==> src/sv/i8rsmv_pkg.sv <==
// Shared types and constants for the int8 row-scaled matrix-vector core.
`timescale 1ns / 1ps
package i8rsmv_pkg;

  localparam int CHUNK_W    = 7;   // chunk index / weight chunk position
  localparam int DATA_W     = 64;  // eight packed bytes
  localparam int BYTE_W     = 8;
  localparam int SCALE_W    = 24;  // unsigned Q8.16
  localparam int SUM_W      = 32;
  localparam int RES_W      = 48;
  localparam int ROW_W      = 16;
  localparam int PROD_W     = 2 * BYTE_W;
  localparam int FRAC_SHIFT = 32;  // both scales carry 16 fraction bits
  localparam int PART_W     = SUM_W + SCALE_W + 1;          // sum x half of scale product
  localparam int TOTAL_W    = SUM_W + 2 * SCALE_W + 1;      // full scaled product

  typedef enum logic {
    ACT_LOAD   = 1'b0,
    ACT_WEIGHT = 1'b1
  } action_e;

  typedef struct packed {
    action_e              action;
    logic [CHUNK_W-1:0]   chunk_index;
    logic [DATA_W-1:0]    data_bytes;
    logic [SCALE_W-1:0]   scale_value;
    logic                 last_chunk;
    logic                 final_row;
  } in_t;

  typedef struct packed {
    logic signed [SUM_W-1:0] dot_sum;
    logic signed [RES_W-1:0] scaled_result;
    logic                    saturated;
    logic [ROW_W-1:0]        row_number;
    logic                    matrix_done;
  } out_t;

  // Per-item control that travels beside the lane data.
  typedef struct packed {
    logic               valid;
    logic               load;
    logic               last;
    logic               final_row;
    logic [ROW_W-1:0]   row_num;
    logic [SCALE_W-1:0] row_scale;
    logic [SCALE_W-1:0] act_scale;
  } ctl_t;

  // Finished row handed from the merge stage to the scale unit.
  typedef struct packed {
    logic                    valid;
    logic signed [SUM_W-1:0] sum;
    logic [SCALE_W-1:0]      row_scale;
    logic [SCALE_W-1:0]      act_scale;
    logic [ROW_W-1:0]        row_num;
    logic                    final_row;
  } job_t;

endpackage

==> src/sv/i8rsmv_lane.sv <==
// One multiply lane: signed weight byte times signed activation byte, registered.
`timescale 1ns / 1ps
module i8rsmv_lane (
  input  logic                                 clk_i,
  input  logic        [i8rsmv_pkg::BYTE_W-1:0] w_i,
  input  logic        [i8rsmv_pkg::BYTE_W-1:0] x_i,
  output logic signed [i8rsmv_pkg::PROD_W-1:0] prod_o
);

  logic signed [i8rsmv_pkg::PROD_W-1:0] prod_q;

  always_ff @(posedge clk_i) begin
    prod_q <= $signed(w_i) * $signed(x_i);
  end

  assign prod_o = prod_q;

endmodule

==> config.mk <==
export PLATFORM = sky130hd
export DESIGN_NAME = i8rsmv_lane
export DESIGN_NICKNAME = d
export VERILOG_FILES = /design/src/sv/i8rsmv_pkg.sv /design/src/sv/i8rsmv_lane.sv
export SDC_FILE = /design/constraint.sdc
export NUM_CORES = 1
export LEC_CHECK = 0
export BUFFER_PORTS_ARGS = -buffer_cell sky130_fd_sc_hd__buf_2
export CORE_UTILIZATION = 30
export CTS_CLUSTER_DIAMETER = 80
export CTS_CLUSTER_SIZE = 10
export DETAILED_ROUTE_END_ITERATION = 10
export SLEW_MARGIN = 20
export SYNTH_ARGS = -nofsm -noshare
export SYNTH_HDL_FRONTEND = slang
export SYNTH_SLANG_ARGS = --single-unit
export TNS_END_PERCENT = 50
==> constraint.sdc <==
create_clock -name clk_i -period 8.3 [get_ports clk_i]
set_input_delay 0.415 -clock clk_i [delete_from_list [all_inputs] [get_ports clk_i]]
set_output_delay 0.415 -clock clk_i [all_outputs]
set_load 0.05 [all_outputs]
==> flow_summary.yaml <==
status:
  status: "complete, no violations"
worst_setup_path:
  path_buf_inv: 5
  crit_chain: "buf_2 -> and2_1 -> fa_1 -> inv_1 -> fa_1 -> inv_1 -> fa_1 -> inv_1 -> fa_1 -> inv_1 -> ha_1 -> a21o_1 -> a21oi_4 -> a21boi_1 -> or4_1 -> nand3_1"
  max_stage_delay_ns: 0.54
  critPathTopFamily: "adder cells"
  worst-path-stages: 16
  cp-start-kind: "primary input"
  worst_ep_arrival_time_ns: 4.36
  critical_path_class: "in2reg"
  crit_path_max_fanout: 8
  critPathRequiredTime_ns: 8.50
  critPathSlowestCell: "fa_1"
  crit_path_end_kind: "register"
  critPathLaunch: "x_i[4]"
sta:
  min_period_over_period: 0.5014
  slew_viol_final: 0
  period_needed_ns: 4.162
  worstMarginPinSlew_ns: 0.4005
  fmax_mhz: 240.3
  rsz0062_at_grt: "no"
  hold_violations: 0
  setup_viol: 0
  finalSetupTns_ns: 0
  slew_headroom: 0.7302
min_path:
  min_from: "w_i[0]"
  holdPathEnd: "prod_o[0]"
  hold_class: "in2reg"
  min_path_cells: 2
grt:
  antenna_found_initial: 0
  grt_pass1_vias: 2155
  track_usage: 0.1210
  grt_pass1_wl_um: 9660
  grt_start_max_net_pins: 10
  grt_overflow: 0
flow_run:
  drv_cap: 0
logic_synthesis:
  yosys_warnings: 0
  synth-xor-area-share: 0.04266
  synth_simple_gate_area_frac: 0.1680
  syn_area_per_cell_um2: 9.301
  synth.area.top_cells: "fa_1 38%, ha_1 13%, inv_1 11%, dfxtp_1 11%, and2_1 9.4%"
  synth_cell_types: 29
  synth-seq-cells: 16
  ys_seq_area_frac: 0.1114
  dominantRegCellSynth: "dfxtp_1"
  synth.mux.area_fraction: 0.003918
  synth.most_common_cell: "inv_1"
  synth_top_family_by_area: "adder cells"
  synth_area_mm2: 0.002874
  synth_edf_count: 0
  yosysTopAreaCell: "fa_1"
  synth_fa_ha_area_frac: 0.5094
  synth_common_cells: "88 x inv_1, 55 x fa_1, 43 x and2_1"
  netlist_instances: 309
  async_flop_share: 0
  synth_top_cell_area_share: 0.3831
  syn_nets: 410
  synth-compound-area-share: 0.04963
layout:
  areaGrowthSynthToFinish_pct: 13.10
  num_antenna_cells: 0
  largest_register_ffs: 16
  final_nets: 447
  finish.utilization: 0.3518
  layout-drive-gt1-share: 0.1188
power_and_ir_drop:
  finalPower_w: 0.0009993
  power_density_mw_per_mm2: 307.4
  power.leakage_nw: 1.649
  peakVddDrop_uv: 149.5
placed_design:
  dp_hpwl_um: 4534
  port_buffers: 32
  place_congestion: 0.8048
route:
  dr.pass1.iters: 4
  drc: 0
  vias: 1987
  drt-total-wl_um: 5252
  ant_nets: 0
  drt_iter0_drc: 49
  vias_per_cell: 4.192
  routedWlPerCell_um: 11.08
cts:
  path_clk_slew_ns: 0.08
  htreeDepth: 1
  clock-root-buffer: "clkbuf_8"
  cts_tree: "yes"
  clockBufferDepth: 2
  cts_inserted_buffers: 3
  cts_hold_buffers: 0
  clock_sinks: 16
  cts_resized: 0
  cts_setup_buffers: 0
floorplanning:
  die_w_um: 99.88
  die-area_mm2: 0.009975
  die_y_um: 99.88
  ios: 33
  core_mm2: 0.009240
  rows: 35
  start_util: 0.3110
==> per-layer routing <==
metal	GRT usage	wire length (um)	vias up
met2	0.2313	2752	27
met1	0.1469	2326	976
met5	0	0	-
li1	-	-	980
met4	0.01018	17	0
met3	0.02019	156	4
==> cells by family after synthesis <==
family | after synthesis
mux | 1
compound gates | 20
fa+ha+maj | 84
flops | 16
xor+xnor | 14
buf+inv | 88
simple gates | 86
==> report_power, final <==
group / total, W / leakage, nW / internal, W / switching (W)
combinational: 0.000797 / 1.49 / 0.000313 / 0.000485
clock: 0.0000747 / 0.0288 / 0.0000422 / 0.0000325
sequential: 0.000127 / 0.135 / 0.000120 / 0.00000717
total: 0.000999 / 1.65 / 0.000475 / 0.000524
==> worst max path at each step <==
stage / endpoint / slack (ns)
2_1_floorplan: prod_o[11] / 4.20
3_3_place_gp: prod_o[14] / 3.94
3_5_place_dp: prod_o[11] / 3.88
4_1_cts: prod_o[11] / 4.15
5_1_grt: prod_o[14] / 3.96
6_report: prod_o[11] / 4.14
==> cell type report <==
| type | instances | area (um2) |
|---|---|---|
| Fill cell | 960 | 5989 |
| Multi-Input combinational cell | 205 | 2223 |
| Inverter | 88 | 330.3 |
| Sequential cell | 16 | 320.3 |
| Tap cell | 129 | 161.4 |
| Timing Repair Buffer | 32 | 160.2 |
| Clock buffer | 4 | 55.05 |
==> per-stage QoR <==
stage / area [um2] / setup slack [ns] / cells / hold WS [ns]
floorplan: 2874 / 4.197 / 309 / 0.5367
global placement: 3196 / 3.942 / 470 / 0.7031
finish: 3251 / 4.138 / 474 / 0.4589
global route: 3251 / 3.956 / 474 / 0.4739
CTS: 3251 / 4.145 / 474 / 0.4608
detailed placement: 3196 / 3.884 / 470 / 0.7319
==> cell usage in the layout, fill, tap and decap left out <==
master	netlist	layout
o21ai_0	3	3
o21ai_1	1	1
xor2_1	3	3
nand4_1	1	1
dfxtp_1	16	16
buf_2	0	32
o41ai_2	1	1
and2_1	43	43
o211ai_1	1	1
o21a_1	2	2
nand2_1	15	15
o31a_1	1	1
ha_1	29	29
nor3_1	2	2
nand2b_1	1	1
a21oi_2	1	1
nand3_1	2	2
nor4b_2	1	1
nor2b_1	9	9
a21oi_1	7	7
nand4b_1	1	1
xnor2_1	11	11
fa_1	55	55
clkbuf_8	0	4
a21o_1	1	1
or4_1	1	1
mux2_2	1	1
inv_1	88	88
nor2_1	10	10
a21oi_4	1	1
a21boi_1	1	1
Power figures use the tool's default switching activity.
