===== src/sv/i8rsmv_pkg.sv =====
// Shared types and constants for the int8 row-scaled matrix-vector core.
`timescale 1ns / 1ps
package i8rsmv_pkg;

  localparam int CHUNK_W    = 7;   // chunk index / weight chunk position
  localparam int DATA_W     = 64;  // eight packed bytes
  localparam int BYTE_W     = 8;
  localparam int SCALE_W    = 24;  // unsigned Q8.16
  localparam int SUM_W      = 32;
  localparam int RES_W      = 48;
  localparam int ROW_W      = 16;
  localparam int PROD_W     = 2 * BYTE_W;
  localparam int FRAC_SHIFT = 32;  // both scales carry 16 fraction bits
  localparam int PART_W     = SUM_W + SCALE_W + 1;          // sum x half of scale product
  localparam int TOTAL_W    = SUM_W + 2 * SCALE_W + 1;      // full scaled product

  typedef enum logic {
    ACT_LOAD   = 1'b0,
    ACT_WEIGHT = 1'b1
  } action_e;

  typedef struct packed {
    action_e              action;
    logic [CHUNK_W-1:0]   chunk_index;
    logic [DATA_W-1:0]    data_bytes;
    logic [SCALE_W-1:0]   scale_value;
    logic                 last_chunk;
    logic                 final_row;
  } in_t;

  typedef struct packed {
    logic signed [SUM_W-1:0] dot_sum;
    logic signed [RES_W-1:0] scaled_result;
    logic                    saturated;
    logic [ROW_W-1:0]        row_number;
    logic                    matrix_done;
  } out_t;

  // Per-item control that travels beside the lane data.
  typedef struct packed {
    logic               valid;
    logic               load;
    logic               last;
    logic               final_row;
    logic [ROW_W-1:0]   row_num;
    logic [SCALE_W-1:0] row_scale;
    logic [SCALE_W-1:0] act_scale;
  } ctl_t;

  // Finished row handed from the merge stage to the scale unit.
  typedef struct packed {
    logic                    valid;
    logic signed [SUM_W-1:0] sum;
    logic [SCALE_W-1:0]      row_scale;
    logic [SCALE_W-1:0]      act_scale;
    logic [ROW_W-1:0]        row_num;
    logic                    final_row;
  } job_t;

endpackage


===== src/sv/i8rsmv_merge.sv =====
// Merge stage: adds the lane products and keeps the running row sum.
`timescale 1ns / 1ps
module i8rsmv_merge #(
  parameter int LANES = 8
) (
  input  logic                                 clk_i,
  input  logic                                 rst_ni,
  input  i8rsmv_pkg::ctl_t                     ctl_i,
  input  logic signed [i8rsmv_pkg::PROD_W-1:0] prod_i [LANES],
  output i8rsmv_pkg::job_t                     job_o
);

  logic signed [i8rsmv_pkg::SUM_W-1:0] acc_q, acc_d;
  logic signed [i8rsmv_pkg::SUM_W-1:0] tree, row_sum;
  i8rsmv_pkg::job_t                    job_q, job_d;

  always_comb begin
    tree = '0;
    for (int l = 0; l < LANES; l++) begin
      tree = tree + i8rsmv_pkg::SUM_W'(prod_i[l]);
    end
    row_sum = acc_q + tree;  // wraps modulo 2^32

    acc_d           = acc_q;
    job_d           = '0;
    job_d.sum       = row_sum;
    job_d.row_scale = ctl_i.row_scale;
    job_d.act_scale = ctl_i.act_scale;
    job_d.row_num   = ctl_i.row_num;
    job_d.final_row = ctl_i.final_row;
    if (ctl_i.valid) begin
      if (ctl_i.load) begin
        acc_d = '0;
      end else if (ctl_i.last) begin
        acc_d       = '0;
        job_d.valid = 1'b1;
      end else begin
        acc_d = row_sum;
      end
    end
  end

  always_ff @(posedge clk_i or negedge rst_ni) begin
    if (!rst_ni) begin
      acc_q <= '0;
      job_q <= '0;
    end else begin
      acc_q <= acc_d;
      job_q <= job_d;
    end
  end

  assign job_o = job_q;

  // A load always leaves an empty row sum behind it.
  a_load_clears: assert property (@(posedge clk_i) disable iff (!rst_ni)
    ctl_i.valid && ctl_i.load |=> acc_q == '0)
    else $error("row sum not cleared by load");

  // A finished row is registered and handed on for each closing chunk that passes, and only then.
  a_job_on_last: assert property (@(posedge clk_i) disable iff (!rst_ni)
    job_q.valid == $past(ctl_i.valid && !ctl_i.load && ctl_i.last))
    else $error("row hand-off out of step with closing chunk");

endmodule


===== config.mk =====
export PLATFORM = sky130hd
export DESIGN_NAME = i8rsmv_merge
export DESIGN_NICKNAME = d
export VERILOG_FILES = /design/src/sv/i8rsmv_pkg.sv /design/src/sv/i8rsmv_merge.sv
export SDC_FILE = /design/constraint.sdc
export NUM_CORES = 1
export LEC_CHECK = 0
export ABC_AREA = 1
export BUFFER_PORTS_ARGS = -buffer_cell sky130_fd_sc_hd__clkbuf_2
export CORE_MARGIN = 8
export CORE_UTILIZATION = 57
export CTS_BUF_LIST = sky130_fd_sc_hd__clkbuf_8
export DETAILED_ROUTE_END_ITERATION = 7
export PLACE_DENSITY = 0.95
export SLEW_MARGIN = 20
export SYNTH_ARGS = -nofsm -noshare
export SYNTH_HDL_FRONTEND = slang
export SYNTH_SLANG_ARGS = --single-unit

===== constraint.sdc =====
create_clock -name clk_i -period 8.6 [get_ports clk_i]
set_input_delay 0.86 -clock clk_i [delete_from_list [all_inputs] [get_ports clk_i]]
set_output_delay 0.86 -clock clk_i [all_outputs]
set_load 0.05 [all_outputs]

==> tab_implementation.tex, run 1 <==
\begin{tabular}{lr}
\hline
Metric & Value \\
\hline
\multicolumn{2}{l}{\textbf{Logic synthesis}} \\
\quad Portion of netlist area occupied by mux cells & 0\% \\
\quad Synthesized cell area & approximately 0.010 sq mm \\
\quad Largest family of logic cells by synthesized area & adder cells \\
\quad Synthesized Nets & $\sim$1500 \\
\quad Synthesis-stage register bit count & between 100 and 150 \\
\quad Share of the yosys chip area belonging to registers & a little under a third \\
\quad Post-Synthesis Cells & $\sim$1100 \\
\quad Count of yosys warnings during synthesis & 0 \\
\quad Synthesized area divided by synthesized cell count & 9.48 sq um \\
\quad Fraction of the mapped netlist area in simple logic gates & around 16\% \\
\quad Post-Synth XOR/XNOR Area & between 1 and 1.5\% \\
\quad Post-synthesis compound-gate area fraction & approximately 2.4\% \\
\quad Area share of fa/ha/maj cells after synthesis & a little under two fifths \\
\quad Post-synthesis cell type count & 31 \\
\multicolumn{2}{l}{\textbf{Global route}} \\
\quad Initial antenna violation count & 0 \\
\quad Gr usage total & roughly a quarter \\
\quad Residual overflow from global routing & 0 \\
\quad Pin count of the biggest net entering global routing & between 70 and 80 \\
\quad Wire length of the first global-routing pass & between 40000 and 50000 um \\
\quad Via count of the first global-routing pass & between 9000 and 10000 \\
\multicolumn{2}{l}{\textbf{Floorplanning}} \\
\quad Starting density of the core & between 50\% and 60\% \\
\quad Core area & between 0.015 and 0.02 sq mm \\
\quad Std cell rows & between 40 and 50 \\
\quad Number of ports placed on the die boundary & $\sim$300 \\
\quad Die Ht & 150 um \\
\quad DIE AREA & 0.0226 sq mm \\
\quad Die span in x & $\sim$150 um \\
\multicolumn{2}{l}{\textbf{Placement}} \\
\quad Gp weighted congestion & just under 1 \\
\quad Post-DP HPWL & around 23000 um \\
\quad Port Buf Inserts & approximately 300 \\
\multicolumn{2}{l}{\textbf{Clock tree}} \\
\quad Count of clock tree sinks & 130 \\
\quad Clock Root Buffer & sky130\_fd\_sc\_hd\_\_clkbuf\_8 \\
\quad Clk\_lat worst skew & 0.45 ns \\
\quad Clock H-tree levels & 4 \\
\quad Number of buffers added by the clock tree synthesis step & 17 \\
\quad Hold\_buf cts & 0 \\
\quad Post-CTS resize count & 0 \\
\quad Reg clk slew, reported paths & approximately 0.10 ns \\
\quad CTS tree & built \\
\quad Buffers inserted by post-CTS timing repair & 0 \\
\quad Clock buffer depth & 2 \\
\multicolumn{2}{l}{\textbf{Critical path}} \\
\quad Reg-to-reg critical path endpoint & acc\_q[22] \\
\quad Startpoint-to-endpoint class of the critical path & input port to flop \\
\quad Worst Path Arrival & 5.48 ns \\
\quad Sort of element at the start of the critical path & input port \\
\quad Reg2Reg Depth & 21 \\
\quad Kind of end point of the critical path & flop \\
\quad Launching point of the worst reg2reg path & acc\_q[2] \\
\quad Origin of the worst setup path & prod\_i[63] \\
\quad CP Max Fanout & 14 \\
\quad Endpoint required time on the critical path & $\sim$9.0 ns \\
\quad Worst reg-to-reg setup slack & $\sim$3.9 ns \\
\multicolumn{2}{l}{\textbf{Detailed routing}} \\
\quad Detail-routed via count per cell & slightly below 5 \\
\quad Iteration count of the initial detailed-routing pass & 5 \\
\quad Total detailed-routing wirelength & between 20000 and 30000 um \\
\quad Number of DRC markers in iteration 0 & slightly below 500 \\
\quad Via count of the routed design & slightly above 8000 \\
\quad DR DRC count & 0 \\
\quad Post-route ant nets & 0 \\
\quad Mean routed wirelength per cell & approximately 17 um \\
\multicolumn{2}{l}{\textbf{STA}} \\
\quad Final max-slew violation count & 0 \\
\quad Final total negative setup slack & 0 ns \\
\quad Final min period & between 5 and 6 ns \\
\quad Unrepaired setup endpoints after global routing & no \\
\quad Worst Tran Pin Value & 0.970 ns \\
\quad Fin Clk Skew & about 0.02 ns \\
\quad Maximum clock rate & 195 MHz \\
\quad Fin. Hold Viols & 0 \\
\quad Ratio of final minimum period to clock period & between 50\% and 60\% \\
\quad Setup violators final & 0 \\
\quad Tightest slew margin relative to the limit & a little over a third \\
\multicolumn{2}{l}{\textbf{Finish}} \\
\quad Synth-to-layout area growth & 21.1\% \\
\quad Commonest non-fill, non-tap cell in the layout & sky130\_fd\_sc\_hd\_\_inv\_1 \\
\quad Final net count & between 1500 and 2000 \\
\quad Top library cells by usage in the layout, fill and taps aside & sky130\_fd\_sc\_hd\_\_inv\_1 (323), sky130\_fd\_sc\_hd\_\_clkbuf\_2 (294), sky130\_fd\_sc\_hd\_\_nand2\_1 (232), sky130\_fd\_sc\_hd\_\_fa\_1 (169), sky130\_fd\_sc\_hd\_\_dfrtp\_1 (130) \\
\quad Share of cells above drive strength 1 & about a quarter \\
\quad Antenna diodes & 0 \\
\multicolumn{2}{l}{\textbf{Min path}} \\
\quad Class of the worst hold path & input port to async pin \\
\multicolumn{2}{l}{\textbf{Status}} \\
\quad Outcome & finished clean \\
\multicolumn{2}{l}{\textbf{Flow run}} \\
\quad Number of max-cap violations & 0 \\
\hline
\end{tabular}
## metrics by stage
| stage | hold WS, ns | utilization (%) | instances | setup WS, ns | cell area, sq um |
|---|---|---|---|---|---|
| CTS | 0.484 | 69.8 | 1640 | 3.50 | 12500 |
| finish | 0.466 | 69.8 | 1640 | 3.47 | 12500 |
| detailed placement | 0.498 | 67.6 | 1608 | 3.09 | 12100 |
| global placement | 0.483 | 67.6 | 1608 | 3.29 | 12100 |
| global route | 0.479 | 69.8 | 1640 | 3.11 | 12500 |
| floorplan | 0.469 | - | 1086 | 3.85 | 10300 |
## Yosys cell counts
master	count	share of area [%]
sky130_fd_sc_hd__inv_1	323	12
sky130_fd_sc_hd__nand2_1	232	8.5
sky130_fd_sc_hd__fa_1	169	33
sky130_fd_sc_hd__dfrtp_1	130	32
sky130_fd_sc_hd__nand3_1	36	1.8
sky130_fd_sc_hd__nor2_1	35	1.3
sky130_fd_sc_hd__ha_1	34	4.1
sky130_fd_sc_hd__a21oi_1	18	0.88
sky130_fd_sc_hd__nand2_2	14	0.85
sky130_fd_sc_hd__and2_1	13	0.79
sky130_fd_sc_hd__nand4_1	11	0.67
sky130_fd_sc_hd__o21ai_0	10	0.49
sky130_fd_sc_hd__a22o_1	7	0.60
sky130_fd_sc_hd__nand3b_1	6	0.44
sky130_fd_sc_hd__nor3_1	6	0.29
sky130_fd_sc_hd__xnor2_1	6	0.51
sky130_fd_sc_hd__xor2_1	6	0.51
sky130_fd_sc_hd__clkbuf_1	4	0.15
sky130_fd_sc_hd__inv_2	4	0.15
sky130_fd_sc_hd__nor2_2	3	0.18
sky130_fd_sc_hd__nor3_2	3	0.29
sky130_fd_sc_hd__a21oi_2	2	0.17
sky130_fd_sc_hd__nand3_2	2	0.19
sky130_fd_sc_hd__nor2_4	2	0.22
sky130_fd_sc_hd__o21ai_1	2	0.097
sky130_fd_sc_hd__o21bai_1	2	0.15
sky130_fd_sc_hd__or2_1	2	0.12
sky130_fd_sc_hd__and2_4	1	0.085
sky130_fd_sc_hd__buf_2	1	0.049
sky130_fd_sc_hd__o21a_1	1	0.073
sky130_fd_sc_hd__xor2_2	1	0.16
## layout make-up
type / count / area, sq um
multi-input cells: 624 / 5790
fillers: 1309 / 5380
flip-flops and latches: 130 / 3250
repair buffers: 298 / 1500
inverters: 327 / 1230
well taps: 229 / 287
clock buffers: 17 / 234
clock inverters: 15 / 166
## logic make-up after synthesis
| family | Yosys count |
|---|---|
| AO/OA/AOI/OAI | 42 |
| XOR/XNOR | 13 |
| adder cells (fa/ha/maj) | 203 |
| buffers and inverters | 332 |
| flip-flops | 130 |
| AND/OR/NAND/NOR | 366 |
## registers in the layout, summed over array words and instances (netlist names)
name   flops
job_o     98
acc_q     32
## per-layer routing
layer  up-vias  part of all wire, %  track usage (%)
met4         0                  2.8             9.25
met1      3974                   35             28.1
met2       339                   54             46.0
met5         -                    0                0
li1       3741                    -                -
met3        63                  8.2             6.73
## worst max-delay path, stage by stage
cell and delay (ns):
sky130_fd_sc_hd__clkbuf_2 0.10, sky130_fd_sc_hd__fa_1 0.59, sky130_fd_sc_hd__inv_1 0.08, sky130_fd_sc_hd__fa_1 0.48, sky130_fd_sc_hd__inv_1 0.66, sky130_fd_sc_hd__fa_1 0.57, sky130_fd_sc_hd__inv_1 0.10, sky130_fd_sc_hd__fa_1 0.42
sky130_fd_sc_hd__inv_1 0.08, sky130_fd_sc_hd__ha_1 0.28, sky130_fd_sc_hd__nand2_1 0.18, sky130_fd_sc_hd__inv_1 0.06, sky130_fd_sc_hd__a21oi_1 0.20, sky130_fd_sc_hd__nand2_1 0.09, sky130_fd_sc_hd__a21oi_1 0.34, sky130_fd_sc_hd__nand2_1 0.11
sky130_fd_sc_hd__nand2_1 0.10, sky130_fd_sc_hd__nand2_2 0.06, sky130_fd_sc_hd__nand2_1 0.07, sky130_fd_sc_hd__nand2_1 0.05
## worst max-delay path by stage
stage	endpoint	slack (ns)
2_1_floorplan	job_o[95]	3.85
4_1_cts	acc_q[31]	3.50
3_3_place_gp	job_o[95]	3.29
3_5_place_dp	acc_q[31]	3.09
5_1_grt	acc_q[31]	3.11
6_report	acc_q[31]	3.47
Power of run 1 is left out: the tool's default activity adds up to more than one toggle a clock period on the data nets, which glitch-free logic cannot reach.
==> run 2: changes to the inputs <==
Settings changed: CORE_UTILIZATION 57 to 55, PLACE_DENSITY 0.95 to 0.94.
Clock period 8.6 ns to 5.05 ns, I/O delays scaled along.
==> tab_implementation.tex, run 2 (synthesized netlist as in run 1, its figures left out) <==
\begin{tabular}{lr}
\hline
Metric & Value \\
\hline
\multicolumn{2}{l}{\textbf{Finish}} \\
\quad Antenna diodes & 0 (unchanged) \\
\quad Largest register FFs & 98 (unchanged) \\
\quad Design Area, Final & 0.0126 sq mm (was 0.0125 sq mm) \\
\quad Commonest non-fill, non-tap cell in the layout & sky130\_fd\_sc\_hd\_\_inv\_1 (unchanged) \\
\quad Count of placed standard cells in the final layout, fillers left out & 1653 (was 1640) \\
\quad Final net count & 1807 (was 1799) \\
\quad Share of cells above drive strength 1 & 26.1\% (was 25.7\%) \\
\quad Top library cells by usage in the layout, fill and taps aside & sky130\_fd\_sc\_hd\_\_inv\_1 (323), sky130\_fd\_sc\_hd\_\_clkbuf\_2 (294), sky130\_fd\_sc\_hd\_\_nand2\_1 (232), sky130\_fd\_sc\_hd\_\_fa\_1 (169), sky130\_fd\_sc\_hd\_\_dfrtp\_1 (130) (unchanged) \\
\quad Fillcell total & 1406 (was 1309) \\
\quad Synth-to-layout area growth & 22.0\% (was 21.1\%) \\
\multicolumn{2}{l}{\textbf{Floorplanning}} \\
\quad Die span in x & 153 um (was 150 um) \\
\quad Starting density of the core & 55.6\% (was 57.7\%) \\
\quad Number of ports placed on the die boundary & 296 (unchanged) \\
\quad Die Ht & 153 um (was 150 um) \\
\quad Std cell rows & 50 (was 49) \\
\quad DIE AREA & 0.0233 sq mm (was 0.0226 sq mm) \\
\quad Core area & 0.0185 sq mm (was 0.0178 sq mm) \\
\multicolumn{2}{l}{\textbf{STA}} \\
\quad Fin. Hold Viols & 0 (unchanged) \\
\quad Maximum clock rate & between 200 and 250 MHz \\
\quad Ratio of final minimum period to clock period & between 90 and 100\% \\
\quad Worst Tran Pin Value & 0.764 ns (was 0.970 ns) \\
\quad Setup violators final & 0 (unchanged) \\
\quad Smallest setup slack after layout & 0.410 ns (was 3.47 ns) \\
\quad Final max-slew violation count & 0 (unchanged) \\
\quad Fin Clk Skew & 0.0126 ns (was 0.0203 ns) \\
\quad Final total negative setup slack & 0 ns (unchanged) \\
\quad Tightest slew margin relative to the limit & 49.0\% (was 35.3\%) \\
\quad Final min period & 4.64 ns \\
\quad Unrepaired setup endpoints after global routing & no (unchanged) \\
\multicolumn{2}{l}{\textbf{Status}} \\
\quad Outcome & finished clean (unchanged) \\
\multicolumn{2}{l}{\textbf{Clock tree}} \\
\quad Count of clock tree sinks & 130 (unchanged) \\
\quad Hold\_buf cts & 0 (unchanged) \\
\quad Post-CTS resize count & 0 (unchanged) \\
\quad Clk\_lat worst skew & 0.46 ns (was 0.45 ns) \\
\quad Buffers inserted by post-CTS timing repair & 0 (unchanged) \\
\quad Reg clk slew, reported paths & 0.09 ns (was 0.10 ns) \\
\quad Clock buffer depth & 2 (unchanged) \\
\quad Clock H-tree levels & 4 (unchanged) \\
\quad CTS tree & built (unchanged) \\
\quad Number of buffers added by the clock tree synthesis step & 17 (unchanged) \\
\quad Clock Root Buffer & sky130\_fd\_sc\_hd\_\_clkbuf\_8 (unchanged) \\
\multicolumn{2}{l}{\textbf{Global route}} \\
\quad Gr usage total & 24.4\% (was 25.4\%) \\
\quad Residual overflow from global routing & 0 (unchanged) \\
\quad Initial antenna violation count & 0 (unchanged) \\
\quad Wire length of the first global-routing pass & 45300 um (was 44500 um) \\
\quad Pin count of the biggest net entering global routing & 80 (was 72) \\
\quad Via count of the first global-routing pass & 9347 (was 9348) \\
\multicolumn{2}{l}{\textbf{Placement}} \\
\quad Port Buf Inserts & 295 (unchanged) \\
\quad Cell count after placement & 1621 (was 1608) \\
\quad Post-DP Area & 0.0122 sq mm (was 0.0121 sq mm) \\
\quad Gp weighted congestion & 0.978 (was 0.987) \\
\quad Setup WS pre-CTS & 0.162 ns (was 3.09 ns) \\
\quad Post-DP HPWL & 23500 um (was 23200 um) \\
\multicolumn{2}{l}{\textbf{Critical path}} \\
\quad Sort of element at the start of the critical path & flop (was input port) \\
\quad Worst Path Arrival & 4.99 ns (was 5.48 ns) \\
\quad Kind of end point of the critical path & flop (unchanged) \\
\quad Launching point of the worst reg2reg path & acc\_q[2] (unchanged) \\
\quad Worst reg-to-reg setup slack & 0.41 ns (was 3.92 ns) \\
\quad Reg-to-reg critical path endpoint & acc\_q[30] (was acc\_q[22]) \\
\quad Endpoint required time on the critical path & 5.40 ns (was 8.95 ns) \\
\quad CP Max Fanout & 5 (was 14) \\
\quad Startpoint-to-endpoint class of the critical path & flop to flop (was input port to flop) \\
\quad Reg2Reg Depth & 21 (unchanged) \\
\multicolumn{2}{l}{\textbf{Min path}} \\
\quad Class of the worst hold path & input port to async pin (unchanged) \\
\multicolumn{2}{l}{\textbf{Detailed routing}} \\
\quad DR DRC count & 0 (unchanged) \\
\quad Number of DRC markers in iteration 0 & 357 (was 494) \\
\quad Via count of the routed design & 8098 (was 8117) \\
\quad Iteration count of the initial detailed-routing pass & 5 (unchanged) \\
\quad Detail-routed via count per cell & 4.90 (was 4.95) \\
\quad Post-route ant nets & 0 (unchanged) \\
\quad Total detailed-routing wirelength & 27400 um (was 27500 um) \\
\quad Mean routed wirelength per cell & 16.6 um (was 16.8 um) \\
\multicolumn{2}{l}{\textbf{Flow run}} \\
\quad Number of max-cap violations & 0 (unchanged) \\
\hline
\end{tabular}
==> run 2: cell count changes in the layout (fill, tap and decap cells not counted), sizes merged <==
cell      previous run  this run
clkinv               2         4
buf                  4        12
clkinvlp             3         1
==> run 2: area by class of cell <==
class | instances | area [sq um] | share of cell area, %
inverter | 327 | 1230 | 9.78
tap | 234 | 293 | 2.33
multi-input combinational | 624 | 5790 | 46.1
sequential | 130 | 3250 | 25.9
clock inverter | 15 | 165 | 1.32
clock buffer | 17 | 234 | 1.86
timing repair buffer | 306 | 1590 | 12.7
==> run 2: routing by layer <==
metal | up-vias | routed length, um | share of wire (%) | track usage, %
met3 | 79 | 1620 | 5.9 | 5.39
met4 | 0 | 940 | 3.4 | 10.6
met2 | 321 | 14500 | 53 | 44.3
met1 | 3930 | 10300 | 38 | 27.2
li1 | 3768 | - | - | -
met5 | - | 0 | 0 | 0
==> run 2: critical path: stages (launching register included) <==
cell	delay (ns)
sky130_fd_sc_hd__dfrtp_1	0.40
sky130_fd_sc_hd__fa_1	0.49
sky130_fd_sc_hd__fa_1	0.52
sky130_fd_sc_hd__fa_1	0.56
sky130_fd_sc_hd__inv_1	0.05
sky130_fd_sc_hd__fa_1	0.42
sky130_fd_sc_hd__inv_1	0.06
sky130_fd_sc_hd__ha_1	0.26
sky130_fd_sc_hd__inv_1	0.09
sky130_fd_sc_hd__fa_1	0.46
sky130_fd_sc_hd__inv_1	0.14
sky130_fd_sc_hd__nand3_1	0.10
sky130_fd_sc_hd__nand2_2	0.12
sky130_fd_sc_hd__nand2_1	0.07
sky130_fd_sc_hd__nand2_2	0.16
sky130_fd_sc_hd__nand2_1	0.09
sky130_fd_sc_hd__nand2_2	0.11
sky130_fd_sc_hd__nand2_1	0.11
sky130_fd_sc_hd__nand2_1	0.09
sky130_fd_sc_hd__nand2_1	0.07
sky130_fd_sc_hd__nand3_1	0.09
sky130_fd_sc_hd__nand2_1	0.06
==> run 2: stage by stage <==
step           hold WS (ns)  utilization [%]
6_report             0.0724             67.8
5_1_grt               0.114             67.8
4_1_cts               0.106             67.8
3_5_place_dp          0.497             65.6
3_3_place_gp          0.485             65.6
2_1_floorplan         0.209                -
==> run 2: how the worst max path moves through the flow <==
| stage | startpoint | endpoint | cells after the start |
|---|---|---|---|
| CTS | acc_q[2] | acc_q[30] | 21 |
| detailed placement | prod_i[63] | job_o[95] | 18 |
| global route | acc_q[2] | acc_q[30] | 21 |
| floorplan | prod_i[63] | job_o[95] | 16 |
| global placement | prod_i[63] | job_o[89] | 17 |
| finish | acc_q[2] | acc_q[30] | 21 |
Power of run 2 is left out for the same reason.
==> run 3: changes to the inputs <==
Settings changed: ABC_AREA 1 to unset, CORE_UTILIZATION 55 to 54.
==> tab_implementation.tex, run 3 <==
\begin{tabular}{lr}
\hline
Metric & Value \\
\hline
\multicolumn{2}{l}{\textbf{Status}} \\
\quad Outcome & finished clean (unchanged) \\
\multicolumn{2}{l}{\textbf{Global route}} \\
\quad Residual overflow from global routing & 0 (unchanged) \\
\quad Via count of the first global-routing pass & 8443 (was 9347) \\
\quad Initial antenna violation count & 0 (unchanged) \\
\quad Pin count of the biggest net entering global routing & 64 (was 80) \\
\quad Wire length of the first global-routing pass & 44400 um (was 45300 um) \\
\quad Gr usage total & 26.3\% (was 24.4\%) \\
\multicolumn{2}{l}{\textbf{Clock tree}} \\
\quad CTS tree & built (unchanged) \\
\quad Clock H-tree levels & 4 (unchanged) \\
\quad Count of clock tree sinks & 130 (unchanged) \\
\quad Clock Root Buffer & sky130\_fd\_sc\_hd\_\_clkbuf\_8 (unchanged) \\
\quad Buffers inserted by post-CTS timing repair & 0 (unchanged) \\
\quad Number of buffers added by the clock tree synthesis step & 17 (unchanged) \\
\quad Clk\_lat worst skew & 0.45 ns (was 0.46 ns) \\
\quad Clock buffer depth & 2 (unchanged) \\
\quad Reg clk slew, reported paths & 0.09 ns (about the same) \\
\multicolumn{2}{l}{\textbf{STA}} \\
\quad Worst Tran Pin Value & 0.871 ns (was 0.764 ns) \\
\quad Final min period & 4.79 ns (was 4.64 ns) \\
\quad Maximum clock rate & 209 MHz (was 216 MHz) \\
\quad Final max-slew violation count & 0 (unchanged) \\
\quad Ratio of final minimum period to clock period & 94.8\% (was 91.9\%) \\
\quad Fin Clk Skew & 0.0167 ns (was 0.0126 ns) \\
\quad Fin. Hold Viols & 0 (unchanged) \\
\quad Unrepaired setup endpoints after global routing & no (unchanged) \\
\quad Tightest slew margin relative to the limit & 41.9\% (was 49.0\%) \\
\quad Setup violators final & 0 (unchanged) \\
\quad Smallest setup slack after layout & 0.261 ns (was 0.410 ns) \\
\multicolumn{2}{l}{\textbf{Logic synthesis}} \\
\quad Synthesized area divided by synthesized cell count & 11.8 sq um (was 9.48 sq um) \\
\quad Number of synthesized flops with an enable pin & 0 (unchanged) \\
\quad Post-synthesis cell type count & 47 (was 31) \\
\quad Post-synth top area cell & sky130\_fd\_sc\_hd\_\_fa\_1 (unchanged) \\
\quad Synthesized cell area & 0.00952 sq mm (was 0.0103 sq mm) \\
\quad Synthesized Nets & 1206 (was 1487) \\
\quad Proportion of netlist area held by the largest area contributor & 35.5\% (was 32.9\%) \\
\quad Commonest cells in the netlist & sky130\_fd\_sc\_hd\_\_inv\_1 (228), sky130\_fd\_sc\_hd\_\_fa\_1 (169), sky130\_fd\_sc\_hd\_\_dfrtp\_1 (130) (was sky130\_fd\_sc\_hd\_\_inv\_1 (323), sky130\_fd\_sc\_hd\_\_nand2\_1 (232), sky130\_fd\_sc\_hd\_\_fa\_1 (169)) \\
\quad Dominant register cell in the synthesized netlist & sky130\_fd\_sc\_hd\_\_dfrtp\_1 (unchanged) \\
\quad Count of yosys warnings during synthesis & 0 (unchanged) \\
\quad Fraction of registers with async set/reset & 100\% (unchanged) \\
\quad Synthesis-stage register bit count & 130 (unchanged) \\
\quad Most common cell in the synthesized netlist & sky130\_fd\_sc\_hd\_\_inv\_1 (unchanged) \\
\quad Post-Synthesis Cells & 805 (was 1086) \\
\quad Share of the yosys chip area belonging to registers & 34.2\% (was 31.6\%) \\
\quad Top post-synthesis cells by area & sky130\_fd\_sc\_hd\_\_fa\_1 (36\%), sky130\_fd\_sc\_hd\_\_dfrtp\_1 (34\%), sky130\_fd\_sc\_hd\_\_inv\_1 (9.0\%) (was sky130\_fd\_sc\_hd\_\_fa\_1 (33\%), sky130\_fd\_sc\_hd\_\_dfrtp\_1 (32\%), sky130\_fd\_sc\_hd\_\_inv\_1 (12\%)) \\
\multicolumn{2}{l}{\textbf{Floorplanning}} \\
\quad Std cell rows & 48 (was 50) \\
\quad Die span in x & 149 um (was 153 um) \\
\quad Core area & 0.0173 sq mm (was 0.0185 sq mm) \\
\quad Number of ports placed on the die boundary & 296 (unchanged) \\
\quad DIE AREA & 0.0221 sq mm (was 0.0233 sq mm) \\
\quad Starting density of the core & 55.0\% (was 55.6\%) \\
\quad Die Ht & 149 um (was 153 um) \\
\multicolumn{2}{l}{\textbf{Placement}} \\
\quad Gp weighted congestion & 0.895 (was 0.978) \\
\quad Port Buf Inserts & 295 (unchanged) \\
\quad Post-DP HPWL & 23300 um (was 23500 um) \\
\quad Cell count after placement & 1365 (was 1621) \\
\quad Setup WS pre-CTS & -0.113 ns (was 0.162 ns) \\
\multicolumn{2}{l}{\textbf{Finish}} \\
\quad Share of cells above drive strength 1 & 33.2\% (was 26.1\%) \\
\quad Top library cells by usage in the layout, fill and taps aside & sky130\_fd\_sc\_hd\_\_clkbuf\_2 (294), sky130\_fd\_sc\_hd\_\_inv\_1 (228), sky130\_fd\_sc\_hd\_\_fa\_1 (169), sky130\_fd\_sc\_hd\_\_dfrtp\_1 (130), sky130\_fd\_sc\_hd\_\_buf\_4 (50) (was sky130\_fd\_sc\_hd\_\_inv\_1 (323), sky130\_fd\_sc\_hd\_\_clkbuf\_2 (294), sky130\_fd\_sc\_hd\_\_nand2\_1 (232), sky130\_fd\_sc\_hd\_\_fa\_1 (169), sky130\_fd\_sc\_hd\_\_dfrtp\_1 (130)) \\
\quad Footprint of the multi-input gates & 0.00538 sq mm (was 0.00579 sq mm) \\
\quad Final net count & 1561 (was 1807) \\
\quad Fillcell total & 1181 (was 1406) \\
\quad Count of placed standard cells in the final layout, fillers left out & 1397 (was 1653) \\
\quad Antenna diodes & 0 (unchanged) \\
\quad Largest register FFs & 98 (unchanged) \\
\quad Synth-to-layout area growth & 26.8\% (was 22.0\%) \\
\quad Commonest non-fill, non-tap cell in the layout & sky130\_fd\_sc\_hd\_\_clkbuf\_2 (was sky130\_fd\_sc\_hd\_\_inv\_1) \\
\quad Register cell area after layout & 0.00325 sq mm (unchanged) \\
\multicolumn{2}{l}{\textbf{Critical path}} \\
\quad Startpoint-to-endpoint class of the critical path & flop to flop (unchanged) \\
\quad Kind of end point of the critical path & flop (unchanged) \\
\quad Worst reg-to-reg setup slack & 0.26 ns (was 0.41 ns) \\
\quad Origin of the worst setup path & acc\_q[2] (unchanged) \\
\quad Reg2Reg Depth & 16 (was 21) \\
\quad Sort of element at the start of the critical path & flop (unchanged) \\
\quad Endpoint required time on the critical path & 5.38 ns (was 5.40 ns) \\
\quad Worst Path Arrival & 5.12 ns (was 4.99 ns) \\
\quad Destination of the critical timing path & acc\_q[28] (was acc\_q[30]) \\
\quad Launching point of the worst reg2reg path & acc\_q[2] (unchanged) \\
\quad Reg-to-reg critical path endpoint & acc\_q[28] (was acc\_q[30]) \\
\quad CP Max Fanout & 3 (was 5) \\
\multicolumn{2}{l}{\textbf{Detailed routing}} \\
\quad Via count of the routed design & 7252 (was 8098) \\
\quad Mean routed wirelength per cell & 20.1 um (was 16.6 um) \\
\quad Detail-routed via count per cell & 5.19 (was 4.90) \\
\quad Total detailed-routing wirelength & 28000 um (was 27400 um) \\
\quad Post-route ant nets & 0 (unchanged) \\
\quad Number of DRC markers in iteration 0 & 443 (was 357) \\
\quad Iteration count of the initial detailed-routing pass & 5 (unchanged) \\
\quad DR DRC count & 0 (unchanged) \\
\multicolumn{2}{l}{\textbf{Min path}} \\
\quad Class of the worst hold path & input port to flop (was input port to async pin) \\
\multicolumn{2}{l}{\textbf{Flow run}} \\
\quad Number of max-cap violations & 0 (unchanged) \\
\hline
\end{tabular}
run 3: changes by cell type in the layout (fill, tap and decap cells not counted), moves of 7 or more:
cell	delta
sky130_fd_sc_hd__nand2_1	-202
sky130_fd_sc_hd__inv_1	-95
sky130_fd_sc_hd__o21ai_1	+7
sky130_fd_sc_hd__o21a_1	+8
sky130_fd_sc_hd__xnor2_1	+16
sky130_fd_sc_hd__o31ai_1	+7
sky130_fd_sc_hd__a21oi_1	+13
sky130_fd_sc_hd__buf_4	+41
sky130_fd_sc_hd__nor2_1	-24
sky130_fd_sc_hd__nand2_2	-14
sky130_fd_sc_hd__and2_1	-12
sky130_fd_sc_hd__a22o_1	+22
sky130_fd_sc_hd__a31oi_1	+7
sky130_fd_sc_hd__nand3_1	-32
run 3: metal layers:
metal / track usage [%] / part of all wire (%)
met1: 29.6 / 35
met2: 47.9 / 56
met3: 5.61 / 6.0
met4: 10.4 / 3.2
met5: 0 / 0
run 3: worst min-delay path by stage:
| stage | from | to | cells past startpoint |
|---|---|---|---|
| after floorplan | rst_ni | acc_q[0] | 0 |
| after global placement | rst_ni | job_o[33] | 1 |
| after detailed placement | rst_ni | job_o[10] | 1 |
| after CTS | ctl_i[55] | job_o[8] | 1 |
| after global routing | ctl_i[9] | job_o[26] | 1 |
| final | ctl_i[19] | job_o[36] | 1 |
run 3: worst max-delay path, stage by stage (launching register included):
cell and delay, ns:
sky130_fd_sc_hd__dfrtp_1 0.41, sky130_fd_sc_hd__fa_1 0.48, sky130_fd_sc_hd__fa_1 0.50, sky130_fd_sc_hd__fa_1 0.55
sky130_fd_sc_hd__inv_1 0.05, sky130_fd_sc_hd__fa_1 0.42, sky130_fd_sc_hd__inv_1 0.07, sky130_fd_sc_hd__ha_1 0.16
sky130_fd_sc_hd__inv_1 0.06, sky130_fd_sc_hd__fa_1 0.47, sky130_fd_sc_hd__nor2b_2 0.18, sky130_fd_sc_hd__o2111ai_2 0.20
sky130_fd_sc_hd__a2111oi_4 0.40, sky130_fd_sc_hd__a311oi_2 0.12, sky130_fd_sc_hd__o21ba_2 0.26, sky130_fd_sc_hd__xnor2_2 0.14
sky130_fd_sc_hd__a22o_1 0.19
run 3: cell families after synthesis:
family | count (synthesis) | synth area share, %
compound gates | 128 | 9.56
xor+xnor | 34 | 3.21
fa+ha+maj | 203 | 40.0
buf+inv | 240 | 9.49
flops | 130 | 34.2
simple gates | 70 | 3.55
run 3: timing repair:
action,CTS,global route
setup endpoints to repair,0,5
resized for setup,0,3
hold buffers,1,0
hold endpoints to repair,6,0
run 3: final cells by class:
cell class	count	share of cell area [%]
Multi-Input combinational cell	435	44.6
Sequential cell	130	27.0
Timing Repair Buffer	346	15.6
Inverter	230	7.15
Tap cell	225	2.33
Clock buffer	17	1.94
Clock inverter	14	1.47
run 3: per-stage QoR:
stage          utilization, %  cell area, sq um  TNS [ns]  hold slack (ns)
3_5_place_dp             67.2             11600    -0.353            0.323
3_3_place_gp             67.2             11600   -0.0200            0.320
6_report                 69.8             12100         0            0.155
5_1_grt                  69.8             12100         0            0.121
4_1_cts                  69.7             12100         0            0.130
2_1_floorplan               -              9520         0            0.209
Power of run 3 is left out for the same reason.
